$ cat config.mk
export PLATFORM = sky130hd
export DESIGN_NAME = multi_stop_color_gradient
export DESIGN_NICKNAME = d
export VERILOG_FILES = /design/src/mscg_pkg.sv /design/src/mscg_divider.sv /design/src/mscg_ctrl.sv /design/src/mscg_datapath.sv /design/src/multi_stop_color_gradient.sv
export SDC_FILE = /design/constraint.sdc
export NUM_CORES = 1
export LEC_CHECK = 0
export BUFFER_PORTS_ARGS = -buffer_cell sky130_fd_sc_hd__buf_2
export CORE_ASPECT_RATIO = 2
export CORE_MARGIN = 2
export CORE_UTILIZATION = 50
export CTS_BUF_LIST = sky130_fd_sc_hd__clkbuf_16
export DETAILED_ROUTE_END_ITERATION = 8
export PLACE_DENSITY = 0.79
export SYNTH_ARGS = -nofsm -noshare
export SYNTH_HDL_FRONTEND = slang
export SYNTH_HIERARCHICAL = 1
export SYNTH_SLANG_ARGS = --single-unit
$ cat constraint.sdc
create_clock -name clk_i -period 4.39 [get_ports clk_i]
set_input_delay 0.439 -clock clk_i [delete_from_list [all_inputs] [get_ports clk_i]]
set_output_delay 0.439 -clock clk_i [all_outputs]
set_load 0.05 [all_outputs]
$ cat src/mscg_pkg.sv
// shared types and constants of the multi-stop color gradient block
// no dependencies; imported by every module of the block
package mscg_pkg;

  localparam int unsigned CH_W      = 8;   // one color channel
  localparam int unsigned NUM_CH    = 3;   // red, green, blue
  localparam int unsigned DATA_W    = 24;  // packed stream data
  localparam int unsigned CC_W      = 7;   // stops-per-gradient register
  localparam int unsigned SC_W      = 6;   // stop_count register
  localparam int unsigned N_W       = 6;   // steps per segment
  localparam int unsigned CFG_IDX_W = 1;
  localparam int unsigned CFG_W     = 7;
  localparam int unsigned DIV_N_W   = 8;   // divider dividend / quotient
  localparam int unsigned DIV_D_W   = 7;   // divider divisor / remainder
  localparam int unsigned DIV_CNT_W = 3;   // counts the 8 divider steps
  localparam int unsigned ACC_W     = 10;  // signed running color value

  // configuration register indexes
  localparam logic [CFG_IDX_W-1:0] REG_COLOR_COUNT = 1'b0;
  localparam logic [CFG_IDX_W-1:0] REG_STOP_COUNT  = 1'b1;

  // controller to datapath commands
  typedef struct packed {
    logic load;         // take the incoming stop
    logic div_start;    // launch the shared dividers
    logic div_sel_n;    // divide for the segment step count
    logic latch_n;      // store the step count
    logic init_iter;    // set up the per-channel step unit
    logic emit_step;    // push one interpolated color
    logic emit_final;   // push the closing stop color
    logic commit_stop;  // stop becomes previous, count it
    logic commit_end;   // gradient done, clear its state
  } cmd_t;

  // datapath to controller status
  typedef struct packed {
    logic first_stop;
    logic last_stop;
    logic n_zero;
    logic div_done;
    logic step_last;
    logic out_free;
  } sts_t;

endpackage

$ cat src/mscg_divider.sv
// restoring divider, one quotient bit per cycle
// depends on mscg_pkg
module mscg_divider
  import mscg_pkg::*;
(
  input  logic               clk_i,
  input  logic               rst_ni,
  input  logic               start_i,
  input  logic [DIV_N_W-1:0] dividend_i,
  input  logic [DIV_D_W-1:0] divisor_i,
  output logic               done_o,
  output logic [DIV_N_W-1:0] quot_o,
  output logic [DIV_D_W-1:0] rem_o
);

  logic                 busy_q, busy_d;
  logic                 done_q, done_d;
  logic [DIV_CNT_W-1:0] cnt_q, cnt_d;
  logic [DIV_D_W-1:0]   rem_q, rem_d;
  logic [DIV_N_W-1:0]   quo_q, quo_d;
  logic [DIV_D_W-1:0]   dvs_q, dvs_d;
  logic [DIV_D_W:0]     trial;
  logic [DIV_D_W:0]     diff;
  logic                 fits;

  // one trial subtraction per cycle
  assign trial = {rem_q, quo_q[DIV_N_W-1]};
  assign fits  = trial >= {1'b0, dvs_q};
  assign diff  = trial - {1'b0, dvs_q};

  always_comb begin
    busy_d = busy_q;
    done_d = 1'b0;
    cnt_d  = cnt_q;
    rem_d  = rem_q;
    quo_d  = quo_q;
    dvs_d  = dvs_q;
    if (start_i) begin
      busy_d = 1'b1;
      cnt_d  = '0;
      rem_d  = '0;
      quo_d  = dividend_i;
      dvs_d  = divisor_i;
    end else if (busy_q) begin
      rem_d = fits ? diff[DIV_D_W-1:0] : trial[DIV_D_W-1:0];
      quo_d = {quo_q[DIV_N_W-2:0], fits};
      cnt_d = cnt_q + DIV_CNT_W'(1);
      if (cnt_q == DIV_CNT_W'(DIV_N_W - 1)) begin
        busy_d = 1'b0;
        done_d = 1'b1;
      end
    end
  end

  always_ff @(posedge clk_i or negedge rst_ni) begin
    if (!rst_ni) begin
      busy_q <= 1'b0;
      done_q <= 1'b0;
      cnt_q  <= '0;
    end else begin
      busy_q <= busy_d;
      done_q <= done_d;
      cnt_q  <= cnt_d;
    end
  end

  // operand and result registers
  always_ff @(posedge clk_i) begin
    rem_q <= rem_d;
    quo_q <= quo_d;
    dvs_q <= dvs_d;
  end

  assign done_o = done_q;
  assign quot_o = quo_q;
  assign rem_o  = rem_q;

endmodule

$ cat src/mscg_ctrl.sv
// controller state machine for the gradient block
// depends on mscg_pkg; drives mscg_datapath through cmd_t
module mscg_ctrl
  import mscg_pkg::*;
(
  input  logic clk_i,
  input  logic rst_ni,
  input  logic in_valid_i,
  output logic in_ready_o,
  input  sts_t sts_i,
  output cmd_t cmd_o
);

  typedef enum logic [2:0] {
    S_IDLE,
    S_DECIDE,
    S_WAIT_N,
    S_WAIT_C,
    S_EMIT,
    S_FINAL
  } state_e;

  state_e state_q, state_d;

  // next state and commands
  always_comb begin
    state_d = state_q;
    cmd_o   = '0;
    unique case (state_q)
      S_IDLE: begin
        if (in_valid_i) begin
          cmd_o.load = 1'b1;
          state_d    = S_DECIDE;
        end
      end
      S_DECIDE: begin
        if (sts_i.first_stop) begin
          cmd_o.div_start = 1'b1;
          cmd_o.div_sel_n = 1'b1;
          state_d         = S_WAIT_N;
        end else if (sts_i.n_zero) begin
          if (sts_i.last_stop) begin
            state_d = S_FINAL;
          end else begin
            cmd_o.commit_stop = 1'b1;
            state_d           = S_IDLE;
          end
        end else begin
          cmd_o.div_start = 1'b1;
          state_d         = S_WAIT_C;
        end
      end
      S_WAIT_N: begin
        if (sts_i.div_done) begin
          cmd_o.latch_n     = 1'b1;
          cmd_o.commit_stop = 1'b1;
          state_d           = S_IDLE;
        end
      end
      S_WAIT_C: begin
        if (sts_i.div_done) begin
          cmd_o.init_iter = 1'b1;
          state_d         = S_EMIT;
        end
      end
      S_EMIT: begin
        if (sts_i.out_free) begin
          cmd_o.emit_step = 1'b1;
          if (sts_i.step_last) begin
            if (sts_i.last_stop) begin
              state_d = S_FINAL;
            end else begin
              cmd_o.commit_stop = 1'b1;
              state_d           = S_IDLE;
            end
          end
        end
      end
      S_FINAL: begin
        if (sts_i.out_free) begin
          cmd_o.emit_final = 1'b1;
          cmd_o.commit_end = 1'b1;
          state_d          = S_IDLE;
        end
      end
      default: state_d = S_IDLE;
    endcase
  end

  always_ff @(posedge clk_i or negedge rst_ni) begin
    if (!rst_ni) begin
      state_q <= S_IDLE;
    end else begin
      state_q <= state_d;
    end
  end

  assign in_ready_o = (state_q == S_IDLE);

endmodule

$ cat src/mscg_datapath.sv
// datapath: config registers, stop state, dividers, step unit, output register
// depends on mscg_pkg and mscg_divider
module mscg_datapath
  import mscg_pkg::*;
#(
  parameter int unsigned MAX_COLORS = 64,
  parameter int unsigned MAX_STEPS  = 63
) (
  input  logic                 clk_i,
  input  logic                 rst_ni,
  input  logic                 cfg_we_i,
  input  logic [CFG_IDX_W-1:0] cfg_idx_i,
  input  logic [CFG_W-1:0]     cfg_wdata_i,
  input  logic [DATA_W-1:0]    in_data_i,
  input  logic                 out_ready_i,
  output logic                 out_valid_o,
  output logic [DATA_W-1:0]    out_data_o,
  output logic                 out_last_o,
  output logic                 out_end_o,
  input  cmd_t                 cmd_i,
  output sts_t                 sts_o
);

  localparam logic [8:0]      MaxColors9 = 9'(MAX_COLORS);
  localparam logic [CC_W-1:0] MaxColors  = CC_W'(MAX_COLORS);
  localparam logic [SC_W-1:0] MaxSteps   = SC_W'(MAX_STEPS);

  logic [CC_W-1:0] cc_q, cc_d;
  logic [SC_W-1:0] sc_q, sc_d;
  logic [CC_W-1:0] eff_cc;
  logic [SC_W-1:0] eff_sc;

  logic [NUM_CH-1:0][CH_W-1:0]    prev_q, cur_q;
  logic [CC_W-1:0]                seen_q;
  logic [N_W-1:0]                 n_q;
  logic                           last_q;
  logic [N_W-1:0]                 j_q;
  logic [NUM_CH-1:0][ACC_W-1:0]   acc_q;
  logic [NUM_CH-1:0][DIV_D_W-1:0] r_q;
  logic [NUM_CH-1:0][ACC_W-1:0]   qd_q;
  logic [NUM_CH-1:0][DIV_D_W-1:0] rd_q;

  logic                           out_valid_q;
  logic [DATA_W-1:0]              out_data_q;
  logic                           out_last_q;
  logic                           out_end_q;

  logic [NUM_CH-1:0][DIV_N_W-1:0] div_a;
  logic [NUM_CH-1:0][DIV_D_W-1:0] div_b;
  logic [NUM_CH-1:0]              div_done;
  logic [NUM_CH-1:0][DIV_N_W-1:0] div_q;
  logic [NUM_CH-1:0][DIV_D_W-1:0] div_r;
  logic [NUM_CH-1:0]              neg;

  logic [DIV_D_W-1:0]             n2;
  logic [CC_W:0]                  seen_next;

  // config writes
  always_comb begin
    cc_d = cc_q;
    sc_d = sc_q;
    if (cfg_we_i) begin
      unique case (cfg_idx_i)
        REG_COLOR_COUNT: cc_d = cfg_wdata_i[CC_W-1:0];
        REG_STOP_COUNT:  sc_d = cfg_wdata_i[SC_W-1:0];
        default: ;
      endcase
    end
  end

  always_ff @(posedge clk_i or negedge rst_ni) begin
    if (!rst_ni) begin
      cc_q <= CC_W'(2);
      sc_q <= SC_W'(2);
    end else begin
      cc_q <= cc_d;
      sc_q <= sc_d;
    end
  end

  // saturated register values
  always_comb begin
    if (cc_q < CC_W'(2)) begin
      eff_cc = CC_W'(2);
    end else if ({2'b00, cc_q} > MaxColors9) begin
      eff_cc = MaxColors;
    end else begin
      eff_cc = cc_q;
    end
    if (sc_q < SC_W'(2)) begin
      eff_sc = SC_W'(2);
    end else if (sc_q > MaxSteps) begin
      eff_sc = MaxSteps;
    end else begin
      eff_sc = sc_q;
    end
  end

  assign seen_next = {1'b0, seen_q} + (CC_W+1)'(1);
  assign n2        = {n_q, 1'b0};

  // divider lanes: lane 0 also finds the step count at a gradient's first stop
  for (genvar c = 0; c < NUM_CH; c++) begin : g_lane
    assign neg[c] = cur_q[c] < prev_q[c];

    always_comb begin
      if (cmd_i.div_sel_n && c == 0) begin
        div_a[c] = {2'b00, eff_sc};
        div_b[c] = eff_cc - CC_W'(1);
      end else begin
        div_a[c] = neg[c] ? (prev_q[c] - cur_q[c]) : (cur_q[c] - prev_q[c]);
        div_b[c] = {1'b0, n_q};
      end
    end

    mscg_divider u_div (
      .clk_i      (clk_i),
      .rst_ni     (rst_ni),
      .start_i    (cmd_i.div_start),
      .dividend_i (div_a[c]),
      .divisor_i  (div_b[c]),
      .done_o     (div_done[c]),
      .quot_o     (div_q[c]),
      .rem_o      (div_r[c])
    );
  end

  // per-channel step unit: value and remainder modulo 2N
  always_ff @(posedge clk_i) begin
    for (int c = 0; c < NUM_CH; c++) begin
      if (cmd_i.init_iter) begin
        acc_q[c] <= {2'b00, prev_q[c]};
        r_q[c]   <= {1'b0, n_q};
        if (!neg[c]) begin
          qd_q[c] <= {2'b00, div_q[c]};
          rd_q[c] <= {div_r[c][N_W-1:0], 1'b0};
        end else if (div_r[c] == '0) begin
          qd_q[c] <= ACC_W'(0) - {2'b00, div_q[c]};
          rd_q[c] <= '0;
        end else begin
          qd_q[c] <= ACC_W'(0) - {2'b00, div_q[c]} - ACC_W'(1);
          rd_q[c] <= {n_q - div_r[c][N_W-1:0], 1'b0};
        end
      end else if (cmd_i.emit_step) begin
        if (({1'b0, r_q[c]} + {1'b0, rd_q[c]}) >= {1'b0, n2}) begin
          r_q[c]   <= DIV_D_W'({1'b0, r_q[c]} + {1'b0, rd_q[c]} - {1'b0, n2});
          acc_q[c] <= acc_q[c] + qd_q[c] + ACC_W'(1);
        end else begin
          r_q[c]   <= DIV_D_W'({1'b0, r_q[c]} + {1'b0, rd_q[c]});
          acc_q[c] <= acc_q[c] + qd_q[c];
        end
      end
    end
  end

  // stop state
  always_ff @(posedge clk_i or negedge rst_ni) begin
    if (!rst_ni) begin
      prev_q <= '0;
      cur_q  <= '0;
      seen_q <= '0;
      n_q    <= '0;
      last_q <= 1'b0;
      j_q    <= '0;
    end else begin
      if (cmd_i.load) begin
        cur_q  <= in_data_i;
        last_q <= seen_next >= {1'b0, eff_cc};
      end
      if (cmd_i.latch_n) begin
        n_q <= div_q[0][N_W-1:0];
      end
      if (cmd_i.init_iter) begin
        j_q <= '0;
      end else if (cmd_i.emit_step) begin
        j_q <= j_q + N_W'(1);
      end
      if (cmd_i.commit_end) begin
        prev_q <= '0;
        seen_q <= '0;
      end else if (cmd_i.commit_stop) begin
        prev_q <= cur_q;
        seen_q <= seen_next[CC_W-1:0];
      end
    end
  end

  // output register
  always_ff @(posedge clk_i or negedge rst_ni) begin
    if (!rst_ni) begin
      out_valid_q <= 1'b0;
    end else if (cmd_i.emit_step || cmd_i.emit_final) begin
      out_valid_q <= 1'b1;
    end else if (out_ready_i) begin
      out_valid_q <= 1'b0;
    end
  end

  always_ff @(posedge clk_i) begin
    if (cmd_i.emit_step) begin
      for (int c = 0; c < NUM_CH; c++) begin
        out_data_q[c*CH_W +: CH_W] <= acc_q[c][CH_W-1:0];
      end
      out_last_q <= !last_q && (j_q == n_q - N_W'(1));
      out_end_q  <= 1'b0;
    end else if (cmd_i.emit_final) begin
      out_data_q <= cur_q;
      out_last_q <= 1'b1;
      out_end_q  <= 1'b1;
    end
  end

  assign out_valid_o = out_valid_q;
  assign out_data_o  = out_data_q;
  assign out_last_o  = out_last_q;
  assign out_end_o   = out_end_q;

  // status to the controller
  assign sts_o.first_stop = (seen_q == '0);
  assign sts_o.last_stop  = last_q;
  assign sts_o.n_zero     = (n_q == '0);
  assign sts_o.div_done   = div_done[0];
  assign sts_o.step_last  = (j_q == n_q - N_W'(1));
  assign sts_o.out_free   = !out_valid_q || out_ready_i;

endmodule

$ cat src/multi_stop_color_gradient.sv
// top level of the multi-stop color gradient generator
// depends on mscg_pkg, mscg_ctrl, mscg_datapath (and mscg_divider below it)
//
//  channel   | direction | handshake                    | payload
//  ----------+-----------+------------------------------+-------------------------------
//  s_axis    | in        | s_axis_tvalid/s_axis_tready  | color stop r, g, b
//  m_axis    | out       | m_axis_tvalid/m_axis_tready  | color, run_last, gradient_end
//  cfg       | in        | cfg_we_i (no stall)          | stops per gradient, total steps
//
// a gradient's first stop runs the 8-step shared divider to find N; a later stop runs 8
// divider steps per channel (none when N is zero), then one color per cycle while m_axis
// is free, from the incremental step unit; the closing stop adds its own color
// a new stop is taken only when the previous one has issued all its colors
// the output register keeps one color; a stall on m_axis holds the step unit
// reset (rst_ni, async, active low) clears control state and sets both registers to 2
module multi_stop_color_gradient
  import mscg_pkg::*;
#(
  parameter int unsigned MAX_COLORS = 64,
  parameter int unsigned MAX_STEPS  = 63
) (
  input  logic                 clk_i,
  input  logic                 rst_ni,
  // configuration write port
  input  logic                 cfg_we_i,
  input  logic [CFG_IDX_W-1:0] cfg_idx_i,
  input  logic [CFG_W-1:0]     cfg_wdata_i,
  // incoming color stops
  input  logic                 s_axis_tvalid,
  output logic                 s_axis_tready,
  input  logic [DATA_W-1:0]    s_axis_tdata,   // in_red, in_green, in_blue
  // emitted gradient colors
  output logic                 m_axis_tvalid,
  input  logic                 m_axis_tready,
  output logic [DATA_W-1:0]    m_axis_tdata,   // out_red, out_green, out_blue
  output logic                 m_axis_tlast,   // run_last
  output logic                 m_axis_tuser    // gradient_end
);

  cmd_t cmd;
  sts_t sts;

  mscg_ctrl u_ctrl (
    .clk_i      (clk_i),
    .rst_ni     (rst_ni),
    .in_valid_i (s_axis_tvalid),
    .in_ready_o (s_axis_tready),
    .sts_i      (sts),
    .cmd_o      (cmd)
  );

  mscg_datapath #(
    .MAX_COLORS (MAX_COLORS),
    .MAX_STEPS  (MAX_STEPS)
  ) u_dp (
    .clk_i       (clk_i),
    .rst_ni      (rst_ni),
    .cfg_we_i    (cfg_we_i),
    .cfg_idx_i   (cfg_idx_i),
    .cfg_wdata_i (cfg_wdata_i),
    .in_data_i   (s_axis_tdata),
    .out_ready_i (m_axis_tready),
    .out_valid_o (m_axis_tvalid),
    .out_data_o  (m_axis_tdata),
    .out_last_o  (m_axis_tlast),
    .out_end_o   (m_axis_tuser),
    .cmd_i       (cmd),
    .sts_o       (sts)
  );

endmodule

Word level (Yosys, flattened, before mapping):

Index checks and enable logic that the tools add are counted.

* bits in registers: 284
* logic and storage cells: 251
* output and inout bits: 28

* muxes and demuxes: 106
* equality and inequality tests: 15
* add/subtract/negate cells: 37
* magnitude comparators: 14
* reductions and logical operators: 21
* bitwise logic cells: 1

Operator list (count)
* $mux 8: 19
* $mux 7: 16
* $mux 24: 4
* $mux 6: 11
* $mux 10: 6
* $sub 8x8->8: 6
* $mux 3: 15
* $ge 8x7->1: 5
* $mux 1: 32
* $add 10x1->10 const B: 3
* $add 10x10->10: 3
* $sub 10x1->10 const B: 3
* $logic_not 7->1: 4
* $sub 7x7->7: 4
* $sub 1x8->9 const A: 3
* $add 7x7->8: 3
* $lt 8x8->1: 3
* $pmux 3 s6: 1
* $sub 6x6->6: 3
* $ge 8x6->1: 2
* $eq 3x3->1 const B: 5
* $reduce_bool 2->1: 7
* $sub 7x6->7: 2
* $add 3x1->3 const B: 3
* other kinds (23): 31

Logic depth before layout (Yosys ltp):

Gate-level depths: netlist of run 1.

* word-level depth: 7
* mapped depth: 15

Cells and area by module:

Netlist of run 1, hierarchy kept.

Modules (own cells, without submodules)
* mscg_datapath: area each 14264.9 µm², instances 1, cells an instance 1506
* mscg_divider: area each 1580.3 µm², instances 3, cells an instance 144
* mscg_ctrl: area each 354.1 µm², instances 1, cells an instance 43

Worst setup path after synthesis of run 1:

Ideal clock, no wire load.

* path kind: register -> register
* start: register u_dp.seen_q[0]
* end: register u_dp.g_lane[0].u_div.quo_q[1], data pin
* path buffers: 2
* stages on the path, launching flop included: 11
* setup slack: -0.054 ns
* data arrival time: 4.181 ns
* cells stage by stage: dfrtp_1 > inv_1 > ha_1 > or4b_2 > nor3_1 > nand2b_1 > nand2_1 > nor3_1 > clkbuf_1 > clkbuf_1 > mux2_1

RTL lines
* from (decl): line mscg_datapath.sv:34 `logic [CC_W-1:0] seen_q;`
* from (signal assigned): line mscg_datapath.sv:183 `seen_q <= seen_next[CC_W-1:0];`
* to (signal assigned): line mscg_divider.sv:70 `quo_q <= quo_d;`
* to (decl): line mscg_divider.sv:20 `logic [DIV_N_W-1:0] quo_q, quo_d;`

Final worst setup path of run 1:

* start: register u_dp/r_q[8] in the netlist's numbering
* end: register u_dp/r_q[8] in the netlist's numbering, data pin

* longest elaborated chain between the ends: 5
* elaborated cells between the ends (all ways): 6
* those cells by class: add/sub (2); order compare (1); mux (3)

RTL lines
* from (decl): line mscg_datapath.sv:39 `logic [NUM_CH-1:0][DIV_D_W-1:0] r_q;`
* from (signal, indexed assignment): line mscg_datapath.sv:133 `r_q[c] <= {1'b0, n_q};`
* from (signal, indexed assignment): line mscg_datapath.sv:146 `r_q[c] <= DIV_D_W'({1'b0, r_q[c]} + {1'b0, rd_q[c]} - {1'b0, n2});`
* from (signal, indexed assignment): line mscg_datapath.sv:149 `r_q[c] <= DIV_D_W'({1'b0, r_q[c]} + {1'b0, rd_q[c]});`
* $add 7x7->8 *: line mscg_datapath.sv:145 `if (({1'b0, r_q[c]} + {1'b0, rd_q[c]}) >= {1'b0, n2}) begin`
* $sub 7x7->7 / $ge 8x7->1 (equally long branches): line mscg_datapath.sv:146, mscg_datapath.sv:145
* $mux 7 *: line mscg_datapath.sv:145
* $mux 6 *: line mscg_datapath.sv:144 `end else if (cmd_i.emit_step) begin`
* $mux 6 *: line mscg_datapath.sv:131 `if (cmd_i.init_iter) begin`

Mark *: on every way between the ends. The rest lies on a longest branch, timed or not. The select of a mux whose other input is x is not followed.
A chain may end at the register's enable or synchronous reset.

==> flow_metrics.py, run 1 <==
metrics = {
    "run_status": {
        "outcome": "complete, no violations",
    },
    "die": {
        "die_w_microns": 142.9,
        "num_io_pins": 65,
        "die_y_microns": 281.9,
        "die_area_sq_um": 40290,
        "rows": 101,
        "core-area_sq_um": 38040,
        "initial_core_util": 0.5075,
    },
    "layout": {
        "post-route-util": 0.5523,
        "drive_gt1_frac": 0.1055,
        "fin_nets": 2238,
        "fillers": 3217,
        "area_delta_synth_final_pct": 8.842,
        "layout_commonest_cell": "inv_1",
        "n_antenna_cell": 0,
        "layout_common_cells": "inv_1, o21ai_0, nand2_1, ha_1, nor2_1",
    },
    "setup_path": {
        "reg2reg_slack_ps": 760,
        "critPathCaptureType": "flop",
        "critPathArrivalTime_ps": 3920,
        "crit_required_ps": 4680,
        "critPathCapture": "u_dp/r_q[8]",
        "r2r_cells": 11,
        "crit_start": "u_dp/r_q[8]",
        "rr_endpoint": "u_dp/r_q[8]",
        "r2r-start": "u_dp/r_q[8]",
        "start_kind": "flop",
        "setup.worst_path.class": "flop to flop",
        "path_max_fanout": 18,
    },
    "sta": {
        "finClkSkew_ps": 24.36,
        "worst_slew_pin_slew_ps": 966.7,
        "relSlewSlack": 0.3532,
        "finalCriticalPeriod_ps": 3625,
        "finalCritPeriodShare": 0.8258,
        "setup_viol": 0,
        "fmax_mhz": 275.9,
        "drv_slew": 0,
        "tns_ps": 0,
        "rsz0062_at_grt": "no",
        "hold_viol": 0,
    },
    "cts": {
        "clk_latency_ps": 560,
        "cts_root_buf": "clkbuf_16",
        "clkSlewWorstSetupHoldPaths_ps": 70,
        "cts.sinks": 275,
        "h-tree-depth": 1,
        "cts_tree": "built",
        "ctsResizeCount": 0,
        "cts.path.max_buffers": 3,
        "cts_buffers": 26,
    },
    "power_and_ir_drop": {
        "p_sw_frac": 0.4588,
        "internal-power_w": 0.009886,
        "p_leak_nw": 8.636,
        "peakVddDrop_uv": 500.4,
        "power_switching_w": 0.008380,
        "seq_power_share": 0.281,
        "p_comb_frac": 0.594,
        "powerDensity_nw_per_um2": 869.4,
        "power_frac_clock": 0.124,
    },
    "routing": {
        "vias": 15173,
        "firstDrtPassIters": 5,
        "routedWlPerCell_microns": 19.29,
        "route.detailed.drc": 0,
        "initialDrtViolationCount": 896,
        "ant_nets": 0,
        "via_per_inst": 5.943,
        "drt_wl_total_microns": 49240,
    },
    "placement": {
        "portBuffers": 64,
        "hpwl_microns": 37280,
        "place_congestion": 0.9031,
    },
    "yosys": {
        "syn_area_sq_um": 19300,
        "netlist_instances": 1977,
        "syn_avg_cell_area_sq_um": 9.763,
        "yosys_warnings": 6,
    },
    "grt": {
        "grt-busiest-layer": "met2",
        "met3_usage": 0.02123,
        "grt_use_total": 0.2447,
        "grt_max_degree": 50,
        "grt_overflow": 0,
        "first_global_vias": 15803,
        "use_met2": 0.4813,
        "grt_pass1_wl_microns": 77950,
        "met1_usage": 0.2277,
        "antenna_found_initial": 0,
    },
    "hold_path": {
        "min_path_type": "input pin to flop",
        "min_path_cells": 3,
    },
    "run": {
        "drv_cap": 0,
    },
}
[sequential cells by signal, indices dropped and copies added (netlist names), 9 cells and up]
register and count:
u_dp/cur_q 24, u_dp/g_lane.u_div/rem_o 21, u_dp/rd_q 18, u_dp/r_q 19
u_dp/out_data_o 24, u_dp/acc_q 24, u_dp/prev_q 24, u_dp/g_lane.u_div/cnt_q 9
u_dp/g_lane.u_div/dvs_q 21, u_dp/g_lane.u_div/quot_o 24, u_dp/qd_q 24
[layout make-up]
| class | count | area [sq um] | share of cell area |
|---|---|---|---|
| Clock inverter | 22 | 195.2 | 0.009291 |
| Tap cell | 515 | 644.4 | 0.03067 |
| Timing Repair Buffer | 90 | 545.5 | 0.02597 |
| Multi-Input combinational cell | 1464 | 10850 | 0.5164 |
| Inverter | 161 | 604.3 | 0.02877 |
| Clock buffer | 26 | 650.6 | 0.03097 |
| Sequential cell | 275 | 7520 | 0.3579 |
[critical path: stages, from the launching register on]
cell and delay [ps]:
edfxtp_1 370, ha_1 230, fa_1 430, a211oi_1 350
o21a_1 210, ha_1 270, a21o_1 200, o21ai_0 310
nand2_1 450, nor2_1 200, a21oi_1 60, mux2_2 290
[timing repair]
| action | in CTS | in global routing |
|---|---|---|
| hold buffers | 1 | 0 |
| setup buffers | 0 | 0 |
| hold endpoints to repair | 15 | 0 |
| setup endpoints to repair | 0 | 0 |
[how the worst min path moves through the flow]
| stage | from | to | slack, ps |
|---|---|---|---|
| 2_1_floorplan | rst_ni | u_ctrl/state_q[0] | 140 |
| 4_1_cts | s_axis_tdata[13] | u_dp/cur_q[13] | 80 |
| 3_3_place_gp | rst_ni | u_dp/cur_q[7] | 310 |
| 6_report | s_axis_tdata[12] | u_dp/cur_q[12] | 90 |
| 3_5_place_dp | rst_ni | u_dp/prev_q[7] | 320 |
| 5_1_grt | s_axis_tdata[13] | u_dp/cur_q[13] | 80 |
[stage by stage]
stage / hold slack [ps] / cells / instance area (sq um) / total power [W] / worst slack [ps]
floorplan: 143.4 / 1978 / 19310 / 0.01310 / 629.5
global placement: 314.2 / 2504 / 20150 / 0.01543 / 975.5
detailed placement: 317.7 / 2504 / 20150 / 0.01587 / 825.6
CTS: 77.30 / 2553 / 21010 / 0.01821 / 786.4
global route: 82.63 / 2553 / 21010 / 0.01957 / 589.4
finish: 91.59 / 2553 / 21010 / 0.01827 / 764.9
[layer usage]
metal  vias to the layer above  share of wire
met1                      7439           0.33
met2                       423           0.56
met5                         -              0
met4                         0          0.079
met3                       184          0.031
li1                       7127              -
[power by group through the flow]
stage	Clock (W)	Sequential, W	Combinational (W)
CTS	0.00231	0.00512	0.0108
global placement	0	0.00512	0.0103
floorplan	0	0.00493	0.00817
finish	0.00227	0.00513	0.0109
global route	0.00240	0.00525	0.0119
detailed placement	0	0.00516	0.0107
No activity file was read; power rests on OpenSTA's default activity.
==> run 2, diff against run 1 <==
--- a/config.mk
+++ b/config.mk
@@ -5,6 +5,7 @@
 export SDC_FILE = /design/constraint.sdc
 export NUM_CORES = 1
 export LEC_CHECK = 0
+export ABC_AREA = 1
 export BUFFER_PORTS_ARGS = -buffer_cell sky130_fd_sc_hd__buf_2
 export CORE_ASPECT_RATIO = 2
 export CORE_MARGIN = 2
==> constraint.sdc (replaced) <==
create_clock -name clk_i -period 2.9 [get_ports clk_i]
set_input_delay 0.29 -clock clk_i [delete_from_list [all_inputs] [get_ports clk_i]]
set_output_delay 0.29 -clock clk_i [all_outputs]
set_load 0.05 [all_outputs]
==> run 2 against run 1 <==
Compared with the run above:
- the run now ends with setup timing left
- synthesized cell count rose by 29%
- sequential power rose by 39%
- clock power rose by 69%
- die area rose by 4.2%
- largest cell class unchanged
==> flow_metrics.py, run 2 <==
metrics = {
    "layout": {
        "layout_commonest_cell": "nand2_1",
        "layout_common_cells": "nand2_1, inv_1, edfxtp_1",
        "drive_gt1_frac": 0.1494,
        "fin_nets": 2922,
        "area_delta_synth_final_pct": 14.91,
    },
    "sta": {
        "finalCriticalPeriod_ps": 2993,
        "hold_viol": 0,
        "setup_viol": 22,
        "drv_slew": 0,
        "hold_ws_ps": 24.51,
        "relSlewSlack": 0.4161,
        "finalCritPeriodShare": 1.032,
        "fmax_mhz": 334.1,
        "finClkSkew_ps": 27.93,
        "fin_ws_ps": -93.33,
        "rsz0062_at_grt": "yes",
        "worst_slew_pin_slew_ps": 873.8,
    },
    "placement": {
        "portBuffers": 64,
        "place_congestion": 0.9300,
        "hpwl_microns": 37230,
        "pre_cts_ws_ps": -205.7,
    },
    "cts": {
        "cts_buffers": 29,
        "cts.path.max_buffers": 3,
        "clkSlewWorstSetupHoldPaths_ps": 70,
        "cts_root_buf": "clkbuf_16",
        "clk_latency_ps": 590,
        "h-tree-depth": 1,
        "cts_tree": "built",
        "cts.sinks": 275,
    },
    "routing": {
        "firstDrtPassIters": 7,
        "route.detailed.drc": 0,
        "ant_nets": 0,
        "via_per_inst": 5.376,
        "drt_wl_total_microns": 51800,
        "routedWlPerCell_microns": 15.91,
        "initialDrtViolationCount": 1183,
        "vias": 17505,
    },
    "die": {
        "rows": 104,
        "num_io_pins": 65,
        "die_w_microns": 145.9,
        "die_area_sq_um": 41970,
        "initial_core_util": 0.5039,
        "core-area_sq_um": 39950,
        "die_y_microns": 287.7,
    },
    "grt": {
        "grt_use_total": 0.2404,
        "grt_max_degree": 56,
        "first_global_vias": 16790,
        "grt_overflow": 0,
        "antenna_found_initial": 0,
        "grt_pass1_wl_microns": 82940,
    },
    "setup_path": {
        "crit_required_ps": 3240,
        "setup.worst_path.class": "flop to flop",
        "start_kind": "flop",
        "path_cells": "ha_2 > fa_2 > a31oi_4 > xor2_2 > inv_2 > ha_4 > nand2_2 > nand2_2 > a21oi_4 > nand3_2 > nand2_4 > nand2_4 > buf_6 > nand3_2 > nand2_2 > nand3_1 > nand2_1",
        "slowest_stage": "fa_2",
        "path_max_fanout": 6,
        "critPathCaptureType": "flop",
        "critPathArrivalTime_ps": 3330,
        "crit_buf_inv": 2,
        "path_common_cell": "nand2_2",
        "critPathTopFamily": "adder cells",
        "max_stage_delay_ps": 380,
    },
    "power_and_ir_drop": {
        "p_leak_nw": 11.12,
        "peakVddDrop_uv": 791.6,
        "powerDensity_nw_per_um2": 1321,
    },
    "yosys": {
        "syn_avg_cell_area_sq_um": 7.878,
        "yosys_warnings": 6,
        "syn_area_sq_um": 20130,
        "netlist_instances": 2555,
    },
    "run_status": {
        "violations": "setup timing",
        "outcome": "complete, but fails checks",
    },
    "hold_path": {
        "min_path_type": "input pin to flop",
    },
    "run": {
        "drv_cap": 0,
    },
}
run 2: final timing paths:
kind | slack, ps | cells after the start | end | from
max | -90 | 17 | u_dp/acc_q[16] | u_dp/rd_q[8]
min | 20 | 3 | u_dp/sc_q[0] | cfg_wdata_i[0]
max reg2reg | -90 | 17 | u_dp/acc_q[16] | u_dp/rd_q[8]
min reg2reg | 470 | 2 | u_dp/r_q[20] | u_dp/r_q[20]
max in group asynchronous | 1970 | 3 | u_dp/cur_q[11] | rst_ni
min in group asynchronous | 200 | 2 | u_dp/prev_q[16] | rst_ni
run 2: metrics by stage:
stage	cells	power [W]	TNS [ps]	utilization	instance area, sq um
detailed placement	3151	0.02498	-4717	0.5323	21260
global route	3255	0.03315	-4681	0.5789	23130
CTS	3243	0.02940	-84.26	0.5700	22770
finish	3256	0.03055	-792.3	0.5790	23130
floorplan	2556	0.02110	-1245	-	20140
global placement	3151	0.02436	-1928	0.5323	21260
run 2: worst reg2reg max path: cells and delay by family, from the launching register on:
family	cells	cell delay (ps)
and+or+nand+nor	9	740
adders and majority gates	3	850
AOI/OAI and AO/OA	2	370
DFF	1	370
xor gates and xnor gates	1	190
buffers and inverters	2	240
run 2: area by class of cell:
cell class / instances / area (sq um)
diodes: 1 / 2.502
repair buffers: 180 / 1348
clock buffers: 29 / 725.7
multi-input cells: 1857 / 11280
flip-flops and latches: 275 / 7520
inverters: 359 / 1364
well taps: 530 / 663.1
clock inverters: 25 / 230.2
fillers: 3508 / 16820
run 2: layer usage:
metal / wire (microns) / vias up / part of all wire / GRT usage
li1: - / 8677 / - / -
met1: 21740 / 8130 / 0.42 / 0.3089
met2: 25330 / 580 / 0.49 / 0.4186
met3: 2911 / 118 / 0.056 / 0.02425
met4: 1816 / 0 / 0.035 / 0.09044
met5: 0 / - / 0 / 0
run 2: timing repair:
| action | in CTS | in global routing |
|---|---|---|
| pin swaps | 14 | 39 |
| hold buffers | 29 | 0 |
| hold endpoints to repair | 56 | 0 |
| cloned | 2 | 3 |
| gates resized for setup | 33 | 83 |
| setup endpoints to repair | 38 | 41 |
| buffers inserted | 7 | 9 |
run 2: power by group:
| part | total [W] | leakage (nW) | switching [W] | internal (W) |
|---|---|---|---|---|
| sequential | 0.00712 | 2.87 | 0.00104 | 0.00608 |
| combinational | 0.0196 | 7.77 | 0.0123 | 0.00732 |
| clock | 0.00384 | 0.479 | 0.00166 | 0.00218 |
==> run 3, diff against run 2 <==
==> constraint.sdc (replaced) <==
create_clock -name clk_i -period 2.9 [get_ports clk_i]
set_input_delay 0.58 -clock clk_i [delete_from_list [all_inputs] [get_ports clk_i]]
set_output_delay 0.58 -clock clk_i [all_outputs]
set_load 0.05 [all_outputs]
==> run 3 against run 2 <==
Compared with the run above:
- the flow still finishes with violations (setup timing)
- register-to-register slack got worse by 20 ps
- via count rose by 0.58%
- wire length grew 0.25%
- sequential power about the same
- worst hold slack got worse by 6.4 ps
- core utilization down 0.36 points
- fmax down 0.70%
- critical path depth unchanged
- total power up 1.1%
- sequential share of layout area up 0.20 points
- largest cell class unchanged
==> flow_metrics.py, run 3 (synthesis results as in run 2) <==
metrics = {
    "run_status": {
        "outcome": "complete, but fails checks",
        "violations": "setup timing",
    },
    "routing": {
        "initialDrtViolationCount": 1390,
        "routedWlPerCell_microns": 16.14,
        "ant_nets": 0,
        "via_per_inst": 5.473,
        "route.detailed.drc": 0,
        "vias": 17606,
        "firstDrtPassIters": 6,
        "drt_wl_total_microns": 51930,
    },
    "sta": {
        "setup_viol": 12,
        "fmax_mhz": 331.7,
        "relSlewSlack": 0.3792,
        "finClkSkew_ps": 15.45,
        "worst_slew_pin_slew_ps": 929.7,
        "hold_viol": 0,
        "drv_slew": 0,
        "hold_ws_ps": 18.11,
        "finalCriticalPeriod_ps": 3014,
        "fin_ws_ps": -114.5,
        "finalCritPeriodShare": 1.039,
        "rsz0062_at_grt": "yes",
    },
    "placement": {
        "place_congestion": 0.9102,
        "place_area_sq_um": 21240,
        "portBuffers": 64,
        "hpwl_microns": 37100,
        "pre_cts_ws_ps": -198.9,
    },
    "layout": {
        "post-route-util": 0.5754,
        "layout_common_cells": "nand2_1, inv_1, edfxtp_1",
        "design_area_sq_um": 22990,
        "layout_commonest_cell": "nand2_1",
        "n_antenna_cell": 0,
        "fin_nets": 2887,
        "drive_gt1_frac": 0.1530,
        "fillers": 3436,
        "area_delta_synth_final_pct": 14.20,
    },
    "grt": {
        "grt_max_degree": 59,
        "antenna_found_initial": 0,
        "grt_overflow": 0,
        "grt_use_total": 0.2351,
        "first_global_vias": 16687,
        "grt_pass1_wl_microns": 81580,
    },
    "die": {
        "die_w_microns": 145.9,
        "initial_core_util": 0.5039,
        "die_area_sq_um": 41970,
        "die_y_microns": 287.7,
        "rows": 104,
        "core-area_sq_um": 39950,
        "num_io_pins": 65,
    },
    "setup_path": {
        "start_kind": "flop",
        "setup.worst_path.class": "flop to flop",
        "path_cells": "buf_4 > fa_2 > a31oi_4 > xor2_1 > inv_1 > ha_4 > nand2_4 > inv_4 > a21oi_4 > nand3_2 > nand2_2 > nand2_4 > buf_12 > nand2_1 > nand2_1 > nand3_1 > o21ai_0",
        "max_stage_delay_ps": 410,
        "critPathArrivalTime_ps": 3310,
        "slowest_stage": "edfxtp_1",
        "crit_buf_inv": 4,
        "crit_required_ps": 3190,
        "path_max_fanout": 7,
        "critPathCaptureType": "flop",
        "critPathTopFamily": "adder cells",
    },
    "cts": {
        "h-tree-depth": 1,
        "cts.path.max_buffers": 3,
        "cts_tree": "built",
        "cts_root_buf": "clkbuf_16",
        "clk_latency_ps": 560,
        "cts.hold.buffers_added": 0,
        "cts_buffers": 27,
        "clkSlewWorstSetupHoldPaths_ps": 70,
        "cts.sinks": 275,
    },
    "run": {
        "drv_cap": 0,
    },
    "power_and_ir_drop": {
        "peakVddDrop_uv": 846.0,
        "power.total_w": 0.03088,
        "p_leak_nw": 11.01,
        "powerDensity_nw_per_um2": 1343,
    },
    "hold_path": {
        "min_path_type": "input pin to async pin",
    },
}
-- run 3: cell types whose count changed in the layout (fill, tap and decap cells not counted), moves of 4 or more --
cell,previous run,this run
dlygate4sd3_1,29,0
buf_4,78,69
buf_6,5,9
clkinv_2,8,4
ha_1,148,144
ha_4,9,13
inv_2,28,24
nand3_1,148,144
nand3_2,24,28
-- run 3: routing by layer --
layer  vias up  wire length, microns  global-route usage
met5         -                     0                   0
met2       622                 25280              0.4057
met1      8241                 21520              0.2995
met4         0                  2142             0.09951
li1       8610                     -                   -
met3       133                  2989             0.02567
-- run 3: power breakdown --
part	internal (W)	switching (W)	total, W
logic	0.00744	0.0124	0.0198
clock network	0.00233	0.00160	0.00393
registers	0.00607	0.00105	0.00713
total	0.0158	0.0150	0.0309
-- run 3: cell type report --
type | count | area (sq um) | share of cell area
inverter | 359 | 1366 | 0.05944
multi-input combinational | 1857 | 11400 | 0.4961
tap | 530 | 663.1 | 0.02885
clock buffer | 27 | 675.6 | 0.02939
timing repair buffer | 147 | 1060 | 0.04611
clock inverter | 22 | 299.0 | 0.01301
sequential | 275 | 7520 | 0.3271
-- run 3: timing repair --
| action | 4_1_cts | 5_1_grt |
|---|---|---|
| setup buffers | 2 | 12 |
| setup endpoints to repair | 39 | 69 |
| gates cloned | 0 | 6 |
| gates resized for setup | 29 | 109 |
| pin swaps | 5 | 28 |
-- run 3: through the flow --
stage / TNS [ps] / std cells
3_5_place_dp: -5544 / 3148
4_1_cts: 0 / 3199
2_1_floorplan: -1245 / 2556
3_3_place_gp: -1960 / 3148
6_report: -735.9 / 3217
5_1_grt: -3974 / 3217
-- run 3: worst paths after layout --
kind	start	end	slack [ps]	cells after the start
setup / recovery	u_dp/r_q[16]	u_dp/acc_q[22]	-110	17
hold / removal	rst_ni	u_dp/prev_q[1]	20	2
setup reg to reg	u_dp/r_q[16]	u_dp/acc_q[22]	-110	17
hold reg to reg	u_dp/r_q[20]	u_dp/r_q[20]	460	2
max in group asynchronous	rst_ni	u_dp/g_lane[2].u_div/cnt_q[0]	2330	2
min in group clk_i	s_axis_tdata[22]	u_dp/cur_q[22]	230	3
